<file path="config.mk">
export PLATFORM = sky130hd
export DESIGN_NAME = breath_cycle_sequencer
export DESIGN_NICKNAME = d
export VERILOG_FILES = /design/src/hw/rtl/bcs_pkg.sv /design/src/hw/rtl/bcs_div.sv /design/src/hw/rtl/breath_cycle_sequencer.sv
export VERILOG_INCLUDE_DIRS = /design/src /design/src/hw/rtl
export SDC_FILE = /design/constraint.sdc
export NUM_CORES = 1
export LEC_CHECK = 0
export BUFFER_PORTS_ARGS = -buffer_cell sky130_fd_sc_hd__buf_2
export CORE_ASPECT_RATIO = 1.2
export CORE_MARGIN = 4
export CORE_UTILIZATION = 60
export CTS_CLUSTER_DIAMETER = 200
export CTS_CLUSTER_SIZE = 8
export DETAILED_ROUTE_END_ITERATION = 16
export PLACE_DENSITY = 0.79
export REMOVE_ABC_BUFFERS = 1
export SYNTH_ARGS = -nofsm -noshare
export SYNTH_HDL_FRONTEND = slang
export SYNTH_SLANG_ARGS = --single-unit
</file>
<file path="constraint.sdc">
create_clock -name clk_i -period 8.5 [get_ports clk_i]
set_clock_uncertainty 0.05 [all_clocks]
set_input_delay 0.85 -clock clk_i [delete_from_list [all_inputs] [get_ports clk_i]]
set_output_delay 0.85 -clock clk_i [all_outputs]
set_load 0.02 [all_outputs]
</file>
<file path="src/hw/rtl/breath_cycle_sequencer_assert.svh">
// Assertion macros shared by the breath cycle sequencer RTL.
`ifndef BREATH_CYCLE_SEQUENCER_ASSERT_SVH
`define BREATH_CYCLE_SEQUENCER_ASSERT_SVH

// antecedent implies consequent in the same cycle
`define BCS_ASSERT_NOW(lbl, ante, cons, msg) \
  lbl: assert property (@(posedge clk_i) disable iff (!rst_ni) (ante) |-> (cons)) \
    else $error(msg);

// antecedent implies consequent in the next cycle
`define BCS_ASSERT_NEXT(lbl, ante, cons, msg) \
  lbl: assert property (@(posedge clk_i) disable iff (!rst_ni) (ante) |=> (cons)) \
    else $error(msg);

`endif

</file>
<file path="src/hw/rtl/bcs_pkg.sv">
// Package: types and constants of the breath cycle sequencer.
`timescale 1ns / 1ps
package bcs_pkg;

  localparam int unsigned MinutesMs = 60000;
  localparam int unsigned RateRst   = 15;
  localparam int unsigned IeRst     = 1;

  localparam logic [15:0] MINUTE_MS = 16'(MinutesMs);
  localparam logic [5:0]  RATE_RST  = 6'(RateRst);
  localparam logic [2:0]  IE_RST    = 3'(IeRst);
  localparam logic [15:0] CYC_RST   = 16'(MinutesMs / RateRst);
  localparam logic [15:0] INS_RST   = 16'(MinutesMs / RateRst / (IeRst + 1));
  localparam logic [15:0] EXP_RST   = 16'(MinutesMs / RateRst -
                                          MinutesMs / RateRst / (IeRst + 1));
  localparam logic [7:0]  POS_SAT   = 8'hFF;

  typedef enum logic [2:0] {
    PH_HOMING    = 3'd0,
    PH_START_INS = 3'd1,
    PH_INS       = 3'd2,
    PH_START_EXP = 3'd3,
    PH_EXP       = 3'd4
  } phase_e;

  typedef enum logic [1:0] {
    CMD_NONE    = 2'd0,
    CMD_HIGHEST = 2'd1,
    CMD_LOWEST  = 2'd2
  } motor_cmd_e;

  typedef enum logic [1:0] {
    REG_BREATH_RATE = 2'd0,
    REG_IE_DIVISOR  = 2'd1
  } cfg_reg_e;

  // request to the serial divider
  typedef struct packed {
    logic        start;
    logic [15:0] rem;    // initial partial remainder, below den
    logic [15:0] num;    // dividend bits, fed MSB first
    logic [15:0] den;
    logic [4:0]  steps;  // quotient bits to produce
  } div_req_t;

  typedef struct packed {
    logic        busy;
    logic        done;
    logic [15:0] quo;
  } div_rsp_t;

endpackage

</file>
<file path="src/hw/rtl/bcs_div.sv">
// Restoring divider, one quotient bit per cycle.
`timescale 1ns / 1ps
module bcs_div
  import bcs_pkg::*;
(
  input  logic     clk_i,
  input  logic     rst_ni,
  input  div_req_t req_i,
  output div_rsp_t rsp_o
);

  logic        busy_q, busy_d;
  logic        done_q, done_d;
  logic [4:0]  cnt_q, cnt_d;
  logic [15:0] rem_q, rem_d;
  logic [15:0] num_q, num_d;
  logic [15:0] den_q, den_d;
  logic [15:0] quo_q, quo_d;
  logic [16:0] trial;
  logic        fits;

  assign trial = {rem_q, num_q[15]};
  assign fits  = trial >= {1'b0, den_q};

  always_comb begin
    busy_d = busy_q;
    done_d = 1'b0;
    cnt_d  = cnt_q;
    rem_d  = rem_q;
    num_d  = num_q;
    den_d  = den_q;
    quo_d  = quo_q;
    if (req_i.start) begin
      busy_d = 1'b1;
      cnt_d  = req_i.steps;
      rem_d  = req_i.rem;
      num_d  = req_i.num;
      den_d  = req_i.den;
      quo_d  = '0;
    end else if (busy_q) begin
      rem_d = fits ? 16'(trial - {1'b0, den_q}) : trial[15:0];
      num_d = {num_q[14:0], 1'b0};
      quo_d = {quo_q[14:0], fits};
      cnt_d = cnt_q - 5'd1;
      if (cnt_q == 5'd1) begin
        busy_d = 1'b0;
        done_d = 1'b1;
      end
    end
  end

  always_ff @(posedge clk_i or negedge rst_ni) begin
    if (!rst_ni) begin
      busy_q <= 1'b0;
      done_q <= 1'b0;
      cnt_q  <= '0;
    end else begin
      busy_q <= busy_d;
      done_q <= done_d;
      cnt_q  <= cnt_d;
    end
  end

  always_ff @(posedge clk_i) begin
    rem_q <= rem_d;
    num_q <= num_d;
    den_q <= den_d;
    quo_q <= quo_d;
  end

  assign rsp_o.busy = busy_q;
  assign rsp_o.done = done_q;
  assign rsp_o.quo  = quo_q;

endmodule

</file>
<file path="src/hw/rtl/breath_cycle_sequencer.sv">
// Top level: ventilator breath cycle sequencer.
//
// One request per timer tick on the in channel (valid/ready), one result per
// request on the out channel. Configuration writes (breath_rate at index 0,
// ie_divisor at index 1) come on the cfg channel while the block is idle.
// After a write the cycle and inspiration times are recomputed by the serial
// divider: 60000/rate then cycle/(ie+1), 16 quotient steps each. The block is
// busy until both divisions are done and takes no request in that time.
// A tick goes from request to result through offset add, *127 product and
// saturation compare, the shared bit-serial divider for the cycle position
// (load, 8 quotient steps, done), then a commit step. A saturated position
// skips the divider. One tick is worked on at a time, so no new request is
// taken until the previous tick has committed.
// Results sit in an output register; a new request is taken while a result
// waits, and a finished tick holds its commit until that register frees up.
// Reset puts the phase at homing, clears counters, flags and latched volumes,
// and loads rate 15 and ratio 1 with their derived times.
`timescale 1ns / 1ps
module breath_cycle_sequencer
  import bcs_pkg::*;
(
  input  logic              clk_i,
  input  logic              rst_ni,
  input  logic              cfg_valid_i,
  output logic              cfg_ready_o,
  input  logic [1:0]        cfg_index_i,
  input  logic [5:0]        cfg_data_i,
  input  logic              in_valid_i,
  output logic              in_ready_o,
  input  logic [31:0]       now_ms_i,
  input  logic              force_start_i,
  input  logic              force_stop_i,
  input  logic              motor_moving_i,
  input  logic              motor_at_lowest_i,
  input  logic [11:0]       ins_vol_ml_i,
  input  logic signed [12:0] exs_vol_ml_i,
  output logic              out_valid_o,
  input  logic              out_ready_i,
  output logic [2:0]        phase_o,
  output logic [1:0]        motor_cmd_o,
  output logic              motor_disable_o,
  output logic [7:0]        breath_pos_o,
  output logic [15:0]       cycle_total_o,
  output logic              ended_while_moving_o,
  output logic [11:0]       mean_volume_o,
  output logic              halted_o,
  output logic              display_update_o
);

  `include "breath_cycle_sequencer_assert.svh"

  typedef enum logic [2:0] {
    ST_IDLE,
    ST_CFG_CYC,
    ST_CFG_INS,
    ST_OFFSET,
    ST_MUL,
    ST_CMP,
    ST_POS,
    ST_COMMIT
  } state_e;

  state_e      st_q;
  logic        start_q, start_d;

  logic [5:0]  rate_q;
  logic [2:0]  ie_q;
  logic [15:0] cyc_q, ins_q, exp_q;

  phase_e      phase_q, phase_d;
  logic [31:0] start_ms_q, start_ms_d;
  logic        halted_q, halted_d;
  logic        pend_q, pend_d;
  logic        ended_q, ended_d;
  logic [15:0] count_q, count_d;
  logic [11:0] lat_ins_q, lat_ins_d;
  logic [11:0] lat_exs_q, lat_exs_d;

  // tick request
  logic [31:0] now_q;
  logic        fstart_q, fstop_q, moving_q, lowest_q;
  logic [11:0] ins_vol_q;
  logic [12:0] exs_vol_q;
  logic [31:0] elapsed_q;
  logic [32:0] numer_q;
  logic [23:0] prod_q;
  logic        sat_q;
  logic [7:0]  pos_q;

  logic        out_vld_q;
  logic        in_acc, cfg_acc, commit;
  logic [5:0]  rate_eff;
  logic [12:0] exs_neg;
  logic [12:0] exs_mag;
  logic [12:0] vol_sum;
  motor_cmd_e  cmd_d;
  logic        disable_d, disp_d;

  div_req_t    div_req;
  div_rsp_t    div_rsp;

  bcs_div u_div (
    .clk_i  (clk_i),
    .rst_ni (rst_ni),
    .req_i  (div_req),
    .rsp_o  (div_rsp)
  );

  assign cfg_ready_o = st_q == ST_IDLE;
  assign in_ready_o  = (st_q == ST_IDLE) && !cfg_valid_i;
  assign cfg_acc     = cfg_valid_i && cfg_ready_o;
  assign in_acc      = in_valid_i && in_ready_o;
  assign commit      = (st_q == ST_COMMIT) && (!out_vld_q || out_ready_i);
  assign rate_eff    = (rate_q == 6'd0) ? 6'd1 : rate_q;

  // divider start pulse
  always_comb begin
    start_d = 1'b0;
    unique case (st_q)
      ST_IDLE: begin
        start_d = cfg_acc && (cfg_index_i == REG_BREATH_RATE ||
                              cfg_index_i == REG_IE_DIVISOR);
      end
      ST_CFG_CYC: begin
        start_d = div_rsp.done;
      end
      ST_CMP: begin
        start_d = !(sat_q || prod_q >= {cyc_q, 8'h00});
      end
      default: begin
        start_d = 1'b0;
      end
    endcase
  end

  always_comb begin
    div_req       = '0;
    div_req.start = start_q;
    unique case (st_q)
      ST_CFG_CYC: begin
        div_req.num   = MINUTE_MS;
        div_req.den   = {10'd0, rate_eff};
        div_req.steps = 5'd16;
      end
      ST_CFG_INS: begin
        div_req.num   = cyc_q;
        div_req.den   = {12'd0, 1'b0, ie_q} + 16'd1;
        div_req.steps = 5'd16;
      end
      ST_POS: begin
        div_req.rem   = prod_q[23:8];
        div_req.num   = {prod_q[7:0], 8'h00};
        div_req.den   = cyc_q;
        div_req.steps = 5'd8;
      end
      default: begin
        div_req.start = 1'b0;
      end
    endcase
  end

  // expired volume magnitude, -4096 saturates
  assign exs_neg = 13'(~exs_vol_q + 13'd1);
  assign exs_mag = exs_vol_q[12] ? exs_neg : exs_vol_q;
  assign vol_sum = {1'b0, lat_ins_d} + {1'b0, lat_exs_d};

  always_comb begin
    phase_d    = phase_q;
    start_ms_d = start_ms_q;
    halted_d   = halted_q && !fstart_q;
    pend_d     = pend_q;
    ended_d    = ended_q;
    count_d    = count_q;
    lat_ins_d  = lat_ins_q;
    lat_exs_d  = lat_exs_q;
    cmd_d      = CMD_NONE;
    disable_d  = 1'b0;
    disp_d     = 1'b0;
    if (!halted_d) begin
      if (fstop_q) begin
        halted_d  = 1'b1;
        disable_d = 1'b1;
      end else begin
        unique case (phase_q)
          PH_START_INS: begin
            lat_ins_d  = ins_vol_q;
            lat_exs_d  = exs_mag[12] ? 12'hFFF : exs_mag[11:0];
            start_ms_d = now_q;
            cmd_d      = CMD_HIGHEST;
            phase_d    = PH_INS;
            disp_d     = 1'b1;
            pend_d     = 1'b0;
          end
          PH_INS: begin
            if (elapsed_q > {16'd0, ins_q}) begin
              if (moving_q) begin
                pend_d = 1'b1;
              end
              phase_d = PH_START_EXP;
            end
          end
          PH_START_EXP: begin
            ended_d    = pend_q;
            start_ms_d = now_q;
            cmd_d      = CMD_LOWEST;
            phase_d    = PH_EXP;
          end
          PH_EXP: begin
            if (elapsed_q > {16'd0, exp_q} && lowest_q) begin
              phase_d    = PH_START_INS;
              start_ms_d = now_q;
              count_d    = count_q + 16'd1;
            end
          end
          default: begin
            phase_d = PH_START_INS;
          end
        endcase
      end
    end
  end

  always_ff @(posedge clk_i or negedge rst_ni) begin
    if (!rst_ni) begin
      st_q                 <= ST_IDLE;
      start_q              <= 1'b0;
      rate_q               <= RATE_RST;
      ie_q                 <= IE_RST;
      cyc_q                <= CYC_RST;
      ins_q                <= INS_RST;
      exp_q                <= EXP_RST;
      phase_q              <= PH_HOMING;
      start_ms_q           <= '0;
      halted_q             <= 1'b0;
      pend_q               <= 1'b0;
      ended_q              <= 1'b0;
      count_q              <= '0;
      lat_ins_q            <= '0;
      lat_exs_q            <= '0;
      out_vld_q            <= 1'b0;
      phase_o              <= PH_HOMING;
      motor_cmd_o          <= CMD_NONE;
      motor_disable_o      <= 1'b0;
      breath_pos_o         <= '0;
      cycle_total_o        <= '0;
      ended_while_moving_o <= 1'b0;
      mean_volume_o        <= '0;
      halted_o             <= 1'b0;
      display_update_o     <= 1'b0;
    end else begin
      start_q <= start_d;
      if (out_vld_q && out_ready_i && !commit) begin
        out_vld_q <= 1'b0;
      end
      unique case (st_q)
        ST_IDLE: begin
          if (cfg_acc) begin
            if (cfg_index_i == REG_BREATH_RATE) begin
              rate_q <= cfg_data_i;
              st_q   <= ST_CFG_CYC;
            end else if (cfg_index_i == REG_IE_DIVISOR) begin
              ie_q <= cfg_data_i[2:0];
              st_q <= ST_CFG_CYC;
            end
          end else if (in_acc) begin
            st_q <= ST_OFFSET;
          end
        end
        ST_CFG_CYC: begin
          if (div_rsp.done) begin
            cyc_q <= div_rsp.quo;
            st_q  <= ST_CFG_INS;
          end
        end
        ST_CFG_INS: begin
          if (div_rsp.done) begin
            ins_q <= div_rsp.quo;
            exp_q <= cyc_q - div_rsp.quo;
            st_q  <= ST_IDLE;
          end
        end
        ST_OFFSET: begin
          st_q <= ST_MUL;
        end
        ST_MUL: begin
          st_q <= ST_CMP;
        end
        ST_CMP: begin
          if (sat_q || prod_q >= {cyc_q, 8'h00}) begin
            st_q <= ST_COMMIT;
          end else begin
            st_q <= ST_POS;
          end
        end
        ST_POS: begin
          if (div_rsp.done) begin
            st_q <= ST_COMMIT;
          end
        end
        ST_COMMIT: begin
          if (commit) begin
            st_q                 <= ST_IDLE;
            out_vld_q            <= 1'b1;
            phase_q              <= phase_d;
            start_ms_q           <= start_ms_d;
            halted_q             <= halted_d;
            pend_q               <= pend_d;
            ended_q              <= ended_d;
            count_q              <= count_d;
            lat_ins_q            <= lat_ins_d;
            lat_exs_q            <= lat_exs_d;
            phase_o              <= phase_d;
            motor_cmd_o          <= cmd_d;
            motor_disable_o      <= disable_d;
            breath_pos_o         <= pos_q;
            cycle_total_o        <= count_d;
            ended_while_moving_o <= ended_d;
            mean_volume_o        <= vol_sum[12:1];
            halted_o             <= halted_d;
            display_update_o     <= disp_d;
          end
        end
        default: begin
          st_q <= ST_IDLE;
        end
      endcase
    end
  end

  // tick datapath
  always_ff @(posedge clk_i) begin
    if (in_acc) begin
      now_q     <= now_ms_i;
      fstart_q  <= force_start_i;
      fstop_q   <= force_stop_i;
      moving_q  <= motor_moving_i;
      lowest_q  <= motor_at_lowest_i;
      ins_vol_q <= ins_vol_ml_i;
      exs_vol_q <= exs_vol_ml_i;
      elapsed_q <= now_ms_i - start_ms_q;
    end
    if (st_q == ST_OFFSET) begin
      numer_q <= {1'b0, elapsed_q} +
                 ((phase_q == PH_EXP) ? {17'd0, ins_q} : 33'd0);
    end
    if (st_q == ST_MUL) begin
      sat_q  <= |numer_q[32:17];
      prod_q <= 24'({numer_q[16:0], 7'd0}) - 24'(numer_q[16:0]);
    end
    if (st_q == ST_CMP) begin
      pos_q <= POS_SAT;
    end
    if (st_q == ST_POS && div_rsp.done) begin
      pos_q <= div_rsp.quo[7:0];
    end
  end

  assign out_valid_o = out_vld_q;

  `BCS_ASSERT_NOW(a_cmd_not_halted, out_vld_q && motor_cmd_o != CMD_NONE, !halted_o,
                  "motor command issued while halted")
  `BCS_ASSERT_NOW(a_disp_with_cmd, out_vld_q && display_update_o,
                  motor_cmd_o == CMD_HIGHEST, "display update without inspiration move")
  `BCS_ASSERT_NOW(a_disable_halts, out_vld_q && motor_disable_o, halted_o,
                  "motor disabled without halt")
  `BCS_ASSERT_NOW(a_div_owned, div_rsp.busy,
                  st_q == ST_CFG_CYC || st_q == ST_CFG_INS || st_q == ST_POS,
                  "divider busy outside a dividing state")
  `BCS_ASSERT_NEXT(a_count_on_commit, st_q != ST_COMMIT, $stable(count_q),
                   "cycle counter changed outside commit")

endmodule
</file>
==> qor.yml, run 1 <==
detailed_routing:
  wire_per_inst_um: 17.9
  drt-initial-drc-count: 943
  antenna_left: 0
  vias: 15200
  dr.pass1.iters: 7
  via_per_inst: 5.80
  drc: 0
  wirelength_um: 46800
timing:
  slew_headroom_pct: 28.4
  period_share_pct: 52.4
  fmax_mhz: 224
  finalHoldViolations: 0
  setup_viol: 0
  fin_ws_ns: 4.04
  worstMarginPinSlew_ns: 1.07
  rsz0062_at_grt: "no"
  fin_tns_setup_ns: 0
  min_period_ns: 4.46
  slew_violations: 0
placement:
  dp.cells: 2511
  numPortBuffers: 121
  placed_cell_area_mm2: 0.0224
  dp_hpwl_um: 33700
  routabilityCongestion: 0.911
  preCtsSetupSlack_ns: 4.14
power:
  peakVddDrop_mv: 0.208
  p_leak_uw: 0.0103
  pwr_density_cell_mw_per_mm2: 334
floorplanning:
  floorplan.rows: 75
  die_w_um: 180
  core_mm2: 0.0350
  initial_core_util_pct: 60.8
  fp.dieH_um: 214
  num_io_pins: 122
  die_area_mm2: 0.0386
synth:
  synth_cell_types: 75
  synth-edff-count: 207
  async_flop_share_pct: 43.3
  seq_area_frac_synth_pct: 50.8
  synth_seq_cells: 393
  syn_avg_cell_area_um2: 10.8
  synth-main-ff-cell: "edfxtp_1"
  yosysWarnings: 0
  syn-instance-count: 1972
  netlist_area_mm2: 0.0213
setup_path:
  path_max_fanout: 17
  cp_common_cell: "nor2_1"
  startpoint_type: "register"
  timing.rr.end: "numer_q[32]"
  cp.required_ns: 8.78
  rr_worst_depth: 14
  worst_setup_path_end_kind: "register"
  reg2reg_slack_ns: 4.04
  critical_path_cell_count: 14
  cp-startpoint: "phase_q[0]"
  slowest_delay_ns: 0.63
  critPathKind: "reg2reg"
  crit_chain: "nor3b_1 > clkinv_1 > nor2_1 > ha_1 > nor2b_1 > o21ai_0 > a21boi_0 > o211ai_1 > a211o_1 > nand3_1 > a31o_2 > a31oi_1 > nor2_1 > and3_1"
  critPathBufInv: 1
  arrival_ns: 4.74
  r2r-start: "phase_q[0]"
  slowest_stage: "a31oi_1"
  crit_end: "numer_q[32]"
  cp_top_family: "compound AO/OA/AOI/OAI gates"
cts:
  clock-root-buffer: "clkbuf_16"
  cts_sinks: 393
  hold_buffers: 0
  ctsLongestPathBuffers: 3
  clkLatencyLatePin_ns: 0.60
  cts_tree: "yes"
  clk_pin_slew_ns: 0.05
  cts_setup_buffers: 0
  cts_resized: 0
  cts_buffers: 55
  h-tree-depth: 2
finish:
  area.growth.synth_to_final_pct: 12.7
  final_nets: 2338
  n_antenna_cell: 0
  final_cells: 2615
  fin_area_mm2: 0.0240
  layout-drive-gt1-share_pct: 14.3
job:
  drv_cap: 0
outcome:
  status: "finished clean"
worst_hold_path:
  hold_path.class: "in2async"
grt:
  grt_max_degree: 90
  gr-total-overflow: 0
  grt_pass1_wl_um: 77200
  antenna_found_initial: 0
  groute.usage.overall_pct: 24.0
  grt_pass1_vias: 15700
[Yosys cell counts (5+ instances only)]
| library cell | count | share of area, % |
|---|---|---|
| dfstp_2 | 23 | 2.8 |
| a21oi_1 | 95 | 2.2 |
| a211oi_1 | 7 | 0.25 |
| or2_2 | 7 | 0.21 |
| fa_1 | 5 | 0.47 |
| inv_1 | 167 | 2.9 |
| mux2_2 | 70 | 3.7 |
| nor3b_1 | 7 | 0.25 |
| a21o_1 | 35 | 1.2 |
| o211ai_1 | 6 | 0.21 |
| nand2_1 | 174 | 3.1 |
| dfrtp_1 | 147 | 17 |
| o31a_1 | 7 | 0.29 |
| nand4_1 | 20 | 0.59 |
| nand2b_1 | 35 | 1.0 |
| clkbuf_1 | 46 | 0.81 |
| nand3b_1 | 8 | 0.28 |
| o21a_1 | 30 | 1.1 |
| and2_1 | 9 | 0.26 |
| nor3_1 | 26 | 0.61 |
| xnor2_1 | 81 | 3.3 |
| edfxtp_1 | 207 | 29 |
| and3_1 | 33 | 0.97 |
| o31ai_1 | 12 | 0.42 |
| nor4_1 | 16 | 0.47 |
| nor2_1 | 120 | 2.1 |
| mux2i_1 | 33 | 1.6 |
| o21bai_1 | 10 | 0.35 |
| nor2b_1 | 28 | 0.82 |
| ha_1 | 153 | 9.0 |
| a22o_1 | 10 | 0.41 |
| buf_1 | 7 | 0.12 |
| dfxtp_1 | 16 | 1.5 |
| o22a_1 | 9 | 0.37 |
| o21ai_0 | 132 | 3.1 |
| xor2_1 | 52 | 2.1 |
| a31oi_1 | 8 | 0.24 |
| a21boi_0 | 9 | 0.32 |
| nand3_1 | 40 | 0.94 |
[worst register-to-register path: cells and delay by family (launching register included)]
kind / cells / cell delay [ns]
compound gates: 6 / 1.68
fa+ha+maj: 1 / 0.29
buf+inv: 1 / 0.53
flops: 1 / 0.45
simple gates: 6 / 1.22
[flip-flops by register name (all words and copies together), names as in the netlist, 16 cells and up]
| signal | count |
|---|---|
| count_q | 16 |
| cyc_q | 16 |
| elapsed_q | 32 |
| exp_q | 16 |
| ins_q | 16 |
| now_q | 32 |
| numer_q | 33 |
| prod_q | 24 |
| start_ms_q | 32 |
| u_div.den_q | 16 |
| u_div.num_q | 16 |
| u_div.quo_q | 16 |
| u_div.rem_q | 16 |
[logic make-up (layout without fill, tap and decap cells)]
| group | count (synthesis) | after routing | synth area share [%] |
|---|---|---|---|
| AO/OA/AOI/OAI | 418 | 418 | 12.7 |
| XOR/XNOR | 133 | 133 | 5.47 |
| adder cells (fa/ha/maj) | 158 | 158 | 9.46 |
| buffers and inverters | 227 | 408 | 4.06 |
| flip-flops | 393 | 393 | 50.8 |
| multiplexers | 103 | 103 | 5.25 |
| AND/OR/NAND/NOR | 540 | 540 | 12.3 |
[layout by cell type, fill, tap and decap left out, types with 15 or more instances in the layout]
cell type	instances
a21o_1	35
dfstp_2	23
mux2_2	70
xnor2_1	81
mux2i_1	33
buf_2	120
nor2_1	119
dfrtp_1	147
nand2_1	174
ha_1	153
o21a_1	30
nand4_1	20
nor3_1	26
o21ai_0	131
dfxtp_1	16
nand3_1	40
nor4_1	16
edfxtp_1	207
buf_4	15
xor2_1	52
inv_1	167
nand2b_1	35
clkbuf_1	45
clkbuf_16	56
nor2b_1	27
a21oi_1	95
and3_1	33
[layer usage]
metal / global-route usage (%) / up-vias / part of all wire [%]
li1: - / 7307 / -
met1: 28.7 / 7331 / 40
met2: 42.8 / 391 / 51
met3: 4.09 / 132 / 4.4
met4: 9.98 / 0 / 4.2
met5: 0 / - / 0
[final cells by class]
cell class	count	area (µm²)
multi-input combinational	1352	9610
timing repair buffer	136	724
sequential	393	10800
clock inverter	3	55.1
clock buffer	101	1570
inverter	168	631
tap	462	578
fill	2562	11000
[per-stage QoR]
step | total power [µW] | utilization, % | hold WS, ns
6_report | 8010 | 68.5 | 0.314
5_1_grt | 8550 | 68.5 | 0.368
4_1_cts | 8040 | 68.5 | 0.346
3_5_place_dp | 5960 | 63.9 | 0.388
3_3_place_gp | 5820 | 63.9 | 0.374
2_1_floorplan | 5140 | - | 0.365
[power by group]
part	leakage, µW	switching [µW]	total (µW)	internal, µW
clock	0.000766	798	2030	1230
sequential	0.00414	366	3050	2680
combinational	0.00536	1680	2930	1250
[worst min path at each step]
stage	start	to	slack, ns	depth (start not counted)
floorplan	pos_q[0]	breath_pos_o[0]	0.36	2
global route	ins_vol_ml_i[10]	ins_vol_q[10]	0.37	1
detailed placement	pos_q[2]	breath_pos_o[2]	0.39	2
CTS	rst_ni	start_ms_q[14]	0.35	1
finish	rst_ni	cyc_q[13]	0.31	1
global placement	pos_q[4]	breath_pos_o[4]	0.37	2
No activity file was read; power rests on OpenSTA's default activity.
==> run 2: changes to the inputs <==
CORE_UTILIZATION = 56   (was 60)
PLACE_DENSITY = 0.77   (was 0.79)
clock period = 3.95 ns   (was 8.5 ns; I/O delays follow)
==> qor.yml, run 2 (synthesis gave the netlist of run 1 again) <==
timing:
  min_period_ns: 3.68  # -0.776 ns
  setup_viol: 0  # unchanged
  period_share_pct: 93.1  # +41 points
  whs_ns: 0.0170  # -0.297 ns
  fin_ws_ns: 0.271  # -3.77 ns
  slew_violations: 0  # unchanged
  finalHoldViolations: 0  # unchanged
  rsz0062_at_grt: "no"
  worstMarginPinSlew_ns: 1.06  # -0.0114 ns
  fmax_mhz: 272  # +21%
  fin_tns_setup_ns: 0  # unchanged
  slew_headroom_pct: 29.2  # +0.76 points
floorplanning:
  fp.dieH_um: 222  # +3.4%
  core_mm2: 0.0372  # +6.2%
  initial_core_util_pct: 57.3  # -3.6 points
  die_w_um: 186  # +3.4%
  floorplan.rows: 77  # +2.7%
  num_io_pins: 122  # unchanged
  die_area_mm2: 0.0412  # +6.8%
detailed_routing:
  vias: 15500  # +2.4%
  drt-initial-drc-count: 979  # +3.8%
  wirelength_um: 48500  # +3.8%
  wire_per_inst_um: 18.0  # +0.49%
  antenna_left: 0  # unchanged
  dr.pass1.iters: 5  # -2
  drc: 0  # unchanged
  via_per_inst: 5.75  # -0.88%
finish:
  final_common_cell: "edfxtp_1"
  final_nets: 2412  # +3.2%
  largest_register: "numer_q"
  mostFrequentLayoutCells: "207 x edfxtp_1, 174 x nand2_1, 167 x inv_1, 153 x ha_1, 146 x dfrtp_1"
  area.growth.synth_to_final_pct: 16.4
  largest_reg_flops: 33  # unchanged
  layout-drive-gt1-share_pct: 14.6  # +0.33 points
  n_antenna_cell: 0  # unchanged
cts:
  ctsLongestPathBuffers: 3  # unchanged
  cts_tree: "yes"
  clock-root-buffer: "clkbuf_16"
  clkLatencyLatePin_ns: 0.57  # -0.03 ns
  clk_pin_slew_ns: 0.05  # about the same
  cts_setup_buffers: 0  # unchanged
  h-tree-depth: 2  # unchanged
  cts_sinks: 393  # unchanged
  cts_buffers: 55  # unchanged
setup_path:
  r2r-start: "exs_vol_q[0]"
  cp-startpoint: "exs_vol_q[0]"
  path_max_fanout: 4  # -13
  worst_setup_path_end_kind: "register"
  cp.required_ns: 4.33  # -4.45 ns
  critPathKind: "reg2reg"
  startpoint_type: "register"
  arrival_ns: 4.06  # -0.68 ns
power:
  clkPwrFrac_pct: 25.3  # about the same
  p_sw_share_pct: 35.3  # -0.20 points
  p_comb_share_pct: 37.2  # +0.6 points
  pwr-share-seq_pct: 37.5  # -0.5 points
  internal-power_uw: 11200  # +120%
  p_leak_uw: 0.0106  # +3.2%
  pwr_density_cell_mw_per_mm2: 701  # +110%
  p_sw_uw: 6130  # +120%
  peakVddDrop_mv: 0.535  # +160%
grt:
  groute.usage.overall_pct: 23.3  # -0.71 points
  grt_pass1_vias: 16100  # +2.0%
  gr-total-overflow: 0  # unchanged
  grt_max_degree: 100  # +11%
  grt_pass1_wl_um: 78900  # +2.1%
  antenna_found_initial: 0  # unchanged
placement:
  routabilityCongestion: 0.883  # -3.0%
  numPortBuffers: 121  # unchanged
  preCtsSetupSlack_ns: -0.0557  # -4.19 ns
  dp_hpwl_um: 34700  # +3.0%
worst_hold_path:
  hold_start: "now_ms_i[7]"
  hold_path.class: "in2reg"
outcome:
  status: "finished clean"
job:
  drv_cap: 0  # unchanged
==> run 2: cell types whose count changed in the layout (fill, tap and decap cells not counted), moves of 2 or more <==
cell / before / now
a21oi_1: 95 / 93
a21oi_2: 1 / 3
buf_4: 15 / 25
dlygate4sd3_1: 0 / 63
nor3b_1: 7 / 5
nor3b_2: 0 / 2
==> run 2: final cells by class <==
type                       instances  area [µm²]
clock inverter                     2        28.8
timing repair buffer             210        1450
multi-input combinational       1352        9660
tap                              474         593
fill                            2762       12400
inverter                         168         631
clock buffer                     102        1600
sequential                       393       10800
==> run 2: power groups by stage <==
stage,registers (µW),clock network (µW),logic (µW)
2_1_floorplan,6560,0,4510
3_3_place_gp,6510,0,6050
3_5_place_dp,6560,0,6270
4_1_cts,6500,4460,6410
5_1_grt,6640,4670,7210
6_report,6520,4390,6460
==> run 2: what timing repair did <==
action / in CTS / in global routing
gates cloned: 0 / 0
endpoints found under the setup margin: 8 / 18
endpoints found under the hold margin: 135 / 0
hold buffers: 63 / 0
gates resized for setup: 1 / 8
==> run 2: worst paths after layout <==
check | endpoint | slack (ns) | cells past startpoint
setup / recovery | mean_volume_o[10] | 0.27 | 15
hold / removal | now_q[7] | 0.02 | 1
setup reg to reg | mean_volume_o[10] | 0.27 | 15
hold reg to reg | breath_pos_o[6] | 0.39 | 2
max in group asynchronous | count_q[2] | 2.35 | 3
min in group asynchronous | cyc_q[13] | 0.47 | 2
==> run 2: critical path, cell delays in order (launching register included) <==
cell and delay [ns]:
edfxtp_1 0.43, inv_1 0.12, ha_1 0.20, nor3b_1 0.26
nand2_1 0.16, o21a_1 0.25, o211ai_1 0.13, o21a_1 0.22
ha_1 0.24, a21o_1 0.17, o311a_1 0.35, o41ai_4 0.33
o2111ai_1 0.19, a21oi_1 0.20, xor2_1 0.16, o21ai_0 0.08
==> run 2: per-stage QoR <==
| step | cell area [µm²] | instances | total power (µW) | util (%) |
|---|---|---|---|---|
| 6_report | 24800 | 2701 | 17400 | 66.6 |
| 3_3_place_gp | 22500 | 2534 | 12600 | 60.4 |
| 4_1_cts | 24700 | 2701 | 17400 | 66.5 |
| 2_1_floorplan | 21100 | 1913 | 11100 | - |
| 5_1_grt | 24800 | 2701 | 18500 | 66.6 |
| 3_5_place_dp | 22500 | 2534 | 12800 | 60.4 |
==> run 2: layer usage <==
metal  share of wire, %  up-vias  global-route usage, %
li1                   -     7449                      -
met5                  0        -                      0
met4                3.5        0                   8.28
met2                 51      448                   41.1
met3                4.4      103                   3.41
met1                 41     7522                   28.9
==> run 3: changes to the inputs <==
CELL_PAD_IN_SITES_DETAIL_PLACEMENT = 0   (was unset)
CELL_PAD_IN_SITES_GLOBAL_PLACEMENT = 1   (was unset)
CORE_UTILIZATION = 45   (was 56)
PLACE_DENSITY = unset   (was 0.77)
PLACE_DENSITY_LB_ADDON = 0.1   (was unset)
==> qor.yml, run 3 (synthesis gave the netlist of run 1 again) <==
outcome:
  status: "finished clean"
detailed_routing:
  drc: 0  # unchanged
  vias: 15000  # -3.4%
  dr.pass1.iters: 5  # unchanged
  antenna_left: 0  # unchanged
  drt-initial-drc-count: 758  # -23%
  wirelength_um: 50600  # +4.2%
  wire_per_inst_um: 17.7  # -1.5%
  via_per_inst: 5.24  # -8.8%
setup_path:
  critPathKind: "reg2reg"
  critPathBufInv: 2  # +1
  worst_setup_path_end_kind: "register"
  rr_worst_depth: 16  # +1
  path_max_fanout: 4  # unchanged
  slowest_delay_ns: 0.43  # about the same
  slowest_stage: "edfxtp_1"
  cp.required_ns: 4.36  # +0.03 ns
  critical_path_cell_count: 16  # +1
  crit_chain: "inv_1 > ha_2 > nor3b_4 > nand2_1 > o21a_1 > o211ai_1 > o21a_1 > ha_1 > a21o_1 > o311a_1 > o41ai_4 > buf_4 > o21bai_1 > a21oi_1 > xor2_1 > o21ai_0"
  cp_top_family: "compound AO/OA/AOI/OAI gates"
  startpoint_type: "register"
  arrival_ns: 4.06  # about the same
  cp_common_cell: "o21a_1"
power:
  p_sw_uw: 6190  # +0.90%
  clkPwrFrac_pct: 25.4  # about the same
  internal-power_uw: 11300  # +0.15%
  peakVddDrop_mv: 0.406  # -24%
  p_leak_uw: 0.0107  # +0.58%
  p_comb_share_pct: 37.1  # about the same
  pwr_density_cell_mw_per_mm2: 695  # -0.83%
  p_sw_share_pct: 35.4  # +0.17 points
  finalPower_uw: 17400  # +0.42%
  pwr-share-seq_pct: 37.5  # about the same
grt:
  groute.usage.overall_pct: 20.1  # -3.2 points
  grt_max_degree: 70  # -30%
  grt_pass1_vias: 15300  # -4.7%
  gr-total-overflow: 0  # unchanged
  antenna_found_initial: 0  # unchanged
  grt_pass1_wl_um: 81500  # +3.4%
floorplanning:
  num_io_pins: 122  # unchanged
  initial_core_util_pct: 45.4  # -12 points
  die_w_um: 207  # +11%
  floorplan.rows: 87  # +13%
  die_area_mm2: 0.0509  # +23%
  core_mm2: 0.0469  # +26%
  fp.dieH_um: 246  # +11%
timing:
  setup_viol: 0  # unchanged
  finalHoldViolations: 0  # unchanged
  fmax_mhz: 274  # +0.73%
  slew_violations: 0  # unchanged
  min_period_ns: 3.65  # -0.0267 ns
  slew_headroom_pct: 29.3  # +0.12 points
  whs_ns: 0.108  # +0.0914 ns
  worstMarginPinSlew_ns: 1.06  # -0.00184 ns
  period_share_pct: 92.5  # -0.68 points
finish:
  mostFrequentLayoutCells: "207 x edfxtp_1, 174 x nand2_1, 167 x inv_1, 152 x ha_1, 147 x dfrtp_1"
  largest_register: "numer_q"
  final_nets: 2424  # +0.50%
  largest_reg_flops: 33  # unchanged
  final_common_cell: "edfxtp_1"
  final_cells: 2859  # +5.8%
  layout-drive-gt1-share_pct: 15.0  # +0.39 points
  n_antenna_cell: 0  # unchanged
  area.growth.synth_to_final_pct: 17.9
job:
  drv_cap: 0  # unchanged
cts:
  ctsLongestPathBuffers: 3  # unchanged
  h-tree-depth: 2  # unchanged
  clock-root-buffer: "clkbuf_16"
  cts_sinks: 393  # unchanged
  clk_pin_slew_ns: 0.05  # about the same
  cts_tree: "yes"
  cts_buffers: 55  # unchanged
  clkLatencyLatePin_ns: 0.60  # +0.03 ns
placement:
  numPortBuffers: 121  # unchanged
  routabilityCongestion: 0.878  # -0.57%
  dp.cells: 2688  # +6.1%
  dp_hpwl_um: 37300  # +7.5%
worst_hold_path:
  hold_path.class: "in2reg"
  worstHoldPathCells: 3  # +2
run 3: worst paths after layout:
kind                                start                to  slack (ns)
setup / recovery             exs_vol_q[0]  mean_volume_o[8]        0.30
hold / removal             cfg_index_i[1]           start_q        0.11
setup reg to reg             exs_vol_q[0]  mean_volume_o[8]        0.30
hold reg to reg                  pos_q[6]   breath_pos_o[6]        0.39
max in group asynchronous          rst_ni         rate_q[3]        2.53
min in group asynchronous          rst_ni         cyc_q[14]        0.33
run 3: worst reg2reg max path, cell delays in order, from the launching register on:
cell and delay [ns]:
edfxtp_1 0.43, inv_1 0.12, ha_2 0.21, nor3b_4 0.20, nand2_1 0.15, o21a_1 0.25, o211ai_1 0.14, o21a_1 0.22
ha_1 0.25, a21o_1 0.18, o311a_1 0.35, o41ai_4 0.34, buf_4 0.18, o21bai_1 0.06, a21oi_1 0.17, xor2_1 0.15
o21ai_0 0.08
run 3: layer usage:
metal	track usage (%)	vias up	share of wire, %
met1	25.6	7215	44
met3	3.19	70	3.0
met4	6.58	0	3.0
met5	0	-	0
met2	34.8	223	50
li1	-	7480	-
run 3: cell type report:
cell class	instances	area, µm²
multi-input cells	1352	9680
fillers	4174	21800
flip-flops and latches	393	10800
clock buffers	99	1580
repair buffers	222	1570
inverters	168	631
clock inverters	2	28.8
well taps	623	779
run 3: power by group through the flow:
stage	Combinational (µW)	Clock, µW	Sequential, µW
2_1_floorplan	4510	0	6560
3_3_place_gp	6290	0	6570
4_1_cts	6500	4560	6540
6_report	6480	4430	6540
5_1_grt	7310	4750	6680
3_5_place_dp	6400	0	6610
run 3: through the flow:
stage	area (µm²)	TNS, ns	util [%]	setup slack (ns)
detailed placement	22700	0	48.4	0.0194
floorplan	21100	-39.65	-	-0.443
CTS	25000	0	53.3	0.0163
global route	25100	-0.0118	53.5	-0.0118
global placement	22700	0	48.4	0.111
finish	25100	0	53.5	0.298
run 3: timing repair:
| action | in CTS | in global routing |
|---|---|---|
| hold endpoints to repair | 124 | 0 |
| buffers inserted | 0 | 1 |
| hold buffers | 69 | 0 |
| resized for setup | 0 | 12 |
| setup endpoints to repair | 0 | 14 |
